===== config.mk =====
export PLATFORM = sky130hd
export DESIGN_NAME = srmq_max_unit
export DESIGN_NICKNAME = d
export VERILOG_FILES = /design/src/rtl/srmq_pkg.sv /design/src/rtl/srmq_max_unit.sv
export SDC_FILE = /design/constraint.sdc
export NUM_CORES = 1
export LEC_CHECK = 0
export ABC_AREA = 1
export BUFFER_PORTS_ARGS = -buffer_cell sky130_fd_sc_hd__clkbuf_2
export CAP_MARGIN = 20
export CORE_MARGIN = 5
export CORE_UTILIZATION = 40
export DETAILED_ROUTE_END_ITERATION = 8
export MAX_ROUTING_LAYER = met4
export PLACE_DENSITY = 0.75
export SKIP_LAST_GASP = 1
export SYNTH_ARGS = -nofsm -noshare
export SYNTH_HDL_FRONTEND = slang
export SYNTH_SLANG_ARGS = --single-unit

===== constraint.sdc =====
create_clock -name vclk -period 6
set_clock_uncertainty 0.2 [all_clocks]
set_input_delay 1.2 -clock vclk [all_inputs]
set_output_delay 1.2 -clock vclk [all_outputs]
set_load 0.05 [all_outputs]

===== src/rtl/srmq_pkg.sv =====
// Shared constants, field layout and opcodes of the sparse-table range-maximum engine.
`default_nettype none

package srmq_pkg;

   // default configuration
   localparam int DEPTH_DEF      = 1024;
   localparam int LEVELS_DEF     = 11;
   localparam int DATA_WIDTH_DEF = 32;

   // request and response field widths
   localparam int OPCODE_W    = 2;
   localparam int VALUE_W     = 32;
   localparam int POS_FIELD_W = 10;
   localparam int LEN_W       = POS_FIELD_W + 1;
   localparam int MAX_W       = 32;

   // request tdata layout, lowest bit up: value, left, right, zero pad
   localparam int VALUE_LSB  = 0;
   localparam int LEFT_LSB   = VALUE_LSB + VALUE_W;
   localparam int RIGHT_LSB  = LEFT_LSB + POS_FIELD_W;
   localparam int REQ_USED_W = RIGHT_LSB + POS_FIELD_W;
   localparam int REQ_DATA_W = ((REQ_USED_W + 7) / 8) * 8;
   localparam int RSP_DATA_W = MAX_W;

   // opcodes
   localparam logic [OPCODE_W-1:0] OP_APPEND = 2'd0;
   localparam logic [OPCODE_W-1:0] OP_QUERY  = 2'd1;
   localparam logic [OPCODE_W-1:0] OP_CLEAR  = 2'd2;

endpackage

`default_nettype wire


===== src/rtl/srmq_max_unit.sv =====
// Shared maximum unit on sign-inverted words, used by both append and query.
`default_nettype none

module srmq_max_unit #(
   parameter int DATA_WIDTH = srmq_pkg::DATA_WIDTH_DEF
) (
   input  wire logic [DATA_WIDTH-1:0] a,
   input  wire logic [DATA_WIDTH-1:0] b,
   output logic      [DATA_WIDTH-1:0] y
);

   // sign bits are stored inverted, so an unsigned compare orders signed values
   assign y = (a > b) ? a : b;

endmodule

`default_nettype wire


==> results_dict.tcl <==
set metrics [dict create \
    core-area_sq_um 3744 \
    max_freq_mhz 201.7 \
    rows 22 \
    first_pass_iters 4 \
    cp.required_ps 4600 \
    drv_cap 0 \
    yosysWarnings 0 \
    critical_path_arrival_ps 3560 \
    antenna_cells 0 \
    drc_errors 0 \
    finalCriticalPeriod_ps 4959 \
    drive_above_1_share_pct 50.75 \
    powerDensity_nw_per_um2 139.7 \
    end_kind "output pin" \
    dieArea_sq_um 5279 \
    cp-start-kind "input port" \
    finalHoldViolations 0 \
    synthSimpleGateAreaFrac_pct 52.99 \
    fin_nets 431 \
    critPathKind "in -> out" \
    grt_first_pass_wirelength_microns 6368 \
    stdcell_count 381 \
    p_leak_nw 1.315 \
    finalInstanceArea_sq_um 2013 \
    seq_cells 0 \
    worst_pin_slew_ps 515.4 \
    ios 96 \
    postCtsHoldBufs 0 \
    track_usage_pct 13.97 \
    slew_viol_final 0 \
    fin_tns_setup_ps 0 \
    area_growth_pct 28.21 \
    place_congestion 0.8072 \
    multi_input_area_sq_um 1326 \
    maxSlewHeadroom_pct 65.61 \
    postRouteAntennaNets 0 \
    synth_xor_xnor_area_share_pct 0 \
    hold_class "in -> out" \
    layout_common_cells "clkbuf_2 (96), nand2_2 (61), inv_1 (38)" \
    wl_microns 3765 \
    synth_top_family_by_area "simple AND/OR/NAND/NOR gates" \
    placedCellCount 381 \
    hold_start "b[31]" \
    yosysSeqAreaShare_pct 0 \
    die_x_microns 72.66 \
    grt-ovfl-total 0 \
    min_period_over_period_pct 82.65 \
    grt_setup_unrepaired "false" \
    drt-initial-drc-count 64 \
    synthDistinctLibCells 22 \
    grt_antenna_before_repair 0 \
    post-cts-setup-buffers 0 \
    hpwlAfterDp_microns 3230 \
    fillers 387 \
    ff_latch_area_sq_um 0 \
    synth_fp_nets 342 \
    syn_inst 246 \
    wl_per_cell_microns 9.882 \
    start_util_pct 41.95 \
    vias 1754 \
    min_path_cells 4 \
    ir_worst_vdd_mv 0.06593 \
    place_area_sq_um 2013 \
    via_per_inst 4.604 \
    cts_resized 0 \
    cp_max_fo 33 \
    synth_compound_area_share_pct 5.976 \
    synth_area_sq_um 1570 \
    synthMuxAreaShare_pct 0 \
    clkbuf_count 0 \
    setup_viol 0 \
    final_common_cell "clkbuf_2" \
    grt_start_max_net_pins 34 \
    fp.dieH_microns 72.66 \
    portBuffers 96 \
    syn_avg_cell_area_sq_um 6.383 \
    hold_end "y[31]" \
    synth_fa_ha_area_share_pct 25.50 \
    grt_pass1_vias 1584 \
    status "complete, no violations" \
]
==> metal layers <==
| metal | global-route usage [%] | up-vias | routed length [microns] |
|---|---|---|---|
| met3 | 0.2755 | 0 | 244 |
| met5 | - | - | 0 |
| met4 | 0 | 0 | 0 |
| met1 | 18.89 | 741 | 1693 |
| li1 | - | 962 | - |
| met2 | 24.75 | 51 | 1827 |
==> through the flow <==
step | power, mW | hold WS (ps) | worst slack [ps] | util, %
floorplan | 0.2268 | 2410 | 2008 | -
global placement | 0.2811 | 2613 | 1060 | 53.78
detailed placement | 0.2839 | 2611 | 981.3 | 53.78
CTS | 0.2850 | 2612 | 981.2 | 53.78
global route | 0.3076 | 2627 | 774.5 | 53.78
finish | 0.2813 | 2609 | 1041 | 53.78
==> synthesized netlist by cell type <==
library cell	count	area (sq um)
nand4_4	1	21.27
a21oi_2	1	8.760
clkbuf_4	3	22.52
nor2_4	1	11.26
nand2_2	61	381.6
nor2_1	7	26.28
o21a_1	1	7.510
nor2_2	3	18.77
a21o_1	1	7.510
buf_2	3	15.01
inv_2	1	3.750
nand4_2	2	25.02
ha_1	32	400.4
inv_1	38	142.6
nand2_1	37	138.9
o21ai_1	1	5.000
nand3_1	34	170.2
o21ai_0	1	5.000
nand2_4	2	22.52
nor3_4	1	16.27
a21oi_1	12	60.06
buf_12	3	60.06
==> cell type report <==
class | count | share of cell area (%)
Timing Repair Buffer | 96 | 23.87
Tap cell | 48 | 2.983
Multi-Input combinational cell | 198 | 65.88
Inverter | 39 | 7.272
==> critical path: stages <==
cell	delay [ps]
clkbuf_2	90
inv_1	40
ha_1	280
nand2_1	80
nor2_2	150
nand4_2	110
nor2_4	140
nand4_4	410
nand2_4	600
nand2_1	100
nand2_1	80
clkbuf_2	270
==> power by group <==
group	switching, mW	internal [mW]	total [mW]
Sequential	0	0	0
Clock	0	0	0
Combinational	0.202	0.0789	0.281
==> cell families after synthesis <==
family	count (synthesis)
and+or+nand+nor	149
adders and majority gates	32
buffers and inverters	48
AOI/OAI and AO/OA	17
==> worst max path at each step <==
stage                     startpoint     to  slack (ps)  cells past startpoint
after floorplan                b[23]   y[0]        2010                     10
after global placement         b[31]   y[0]        1060                     12
after detailed placement       b[23]  y[31]         980                     12
after CTS                      b[23]   y[0]         980                     12
after global routing           b[31]  y[31]         770                     12
final                          b[23]   y[0]        1040                     12
No activity file was read; power rests on OpenSTA's default activity.
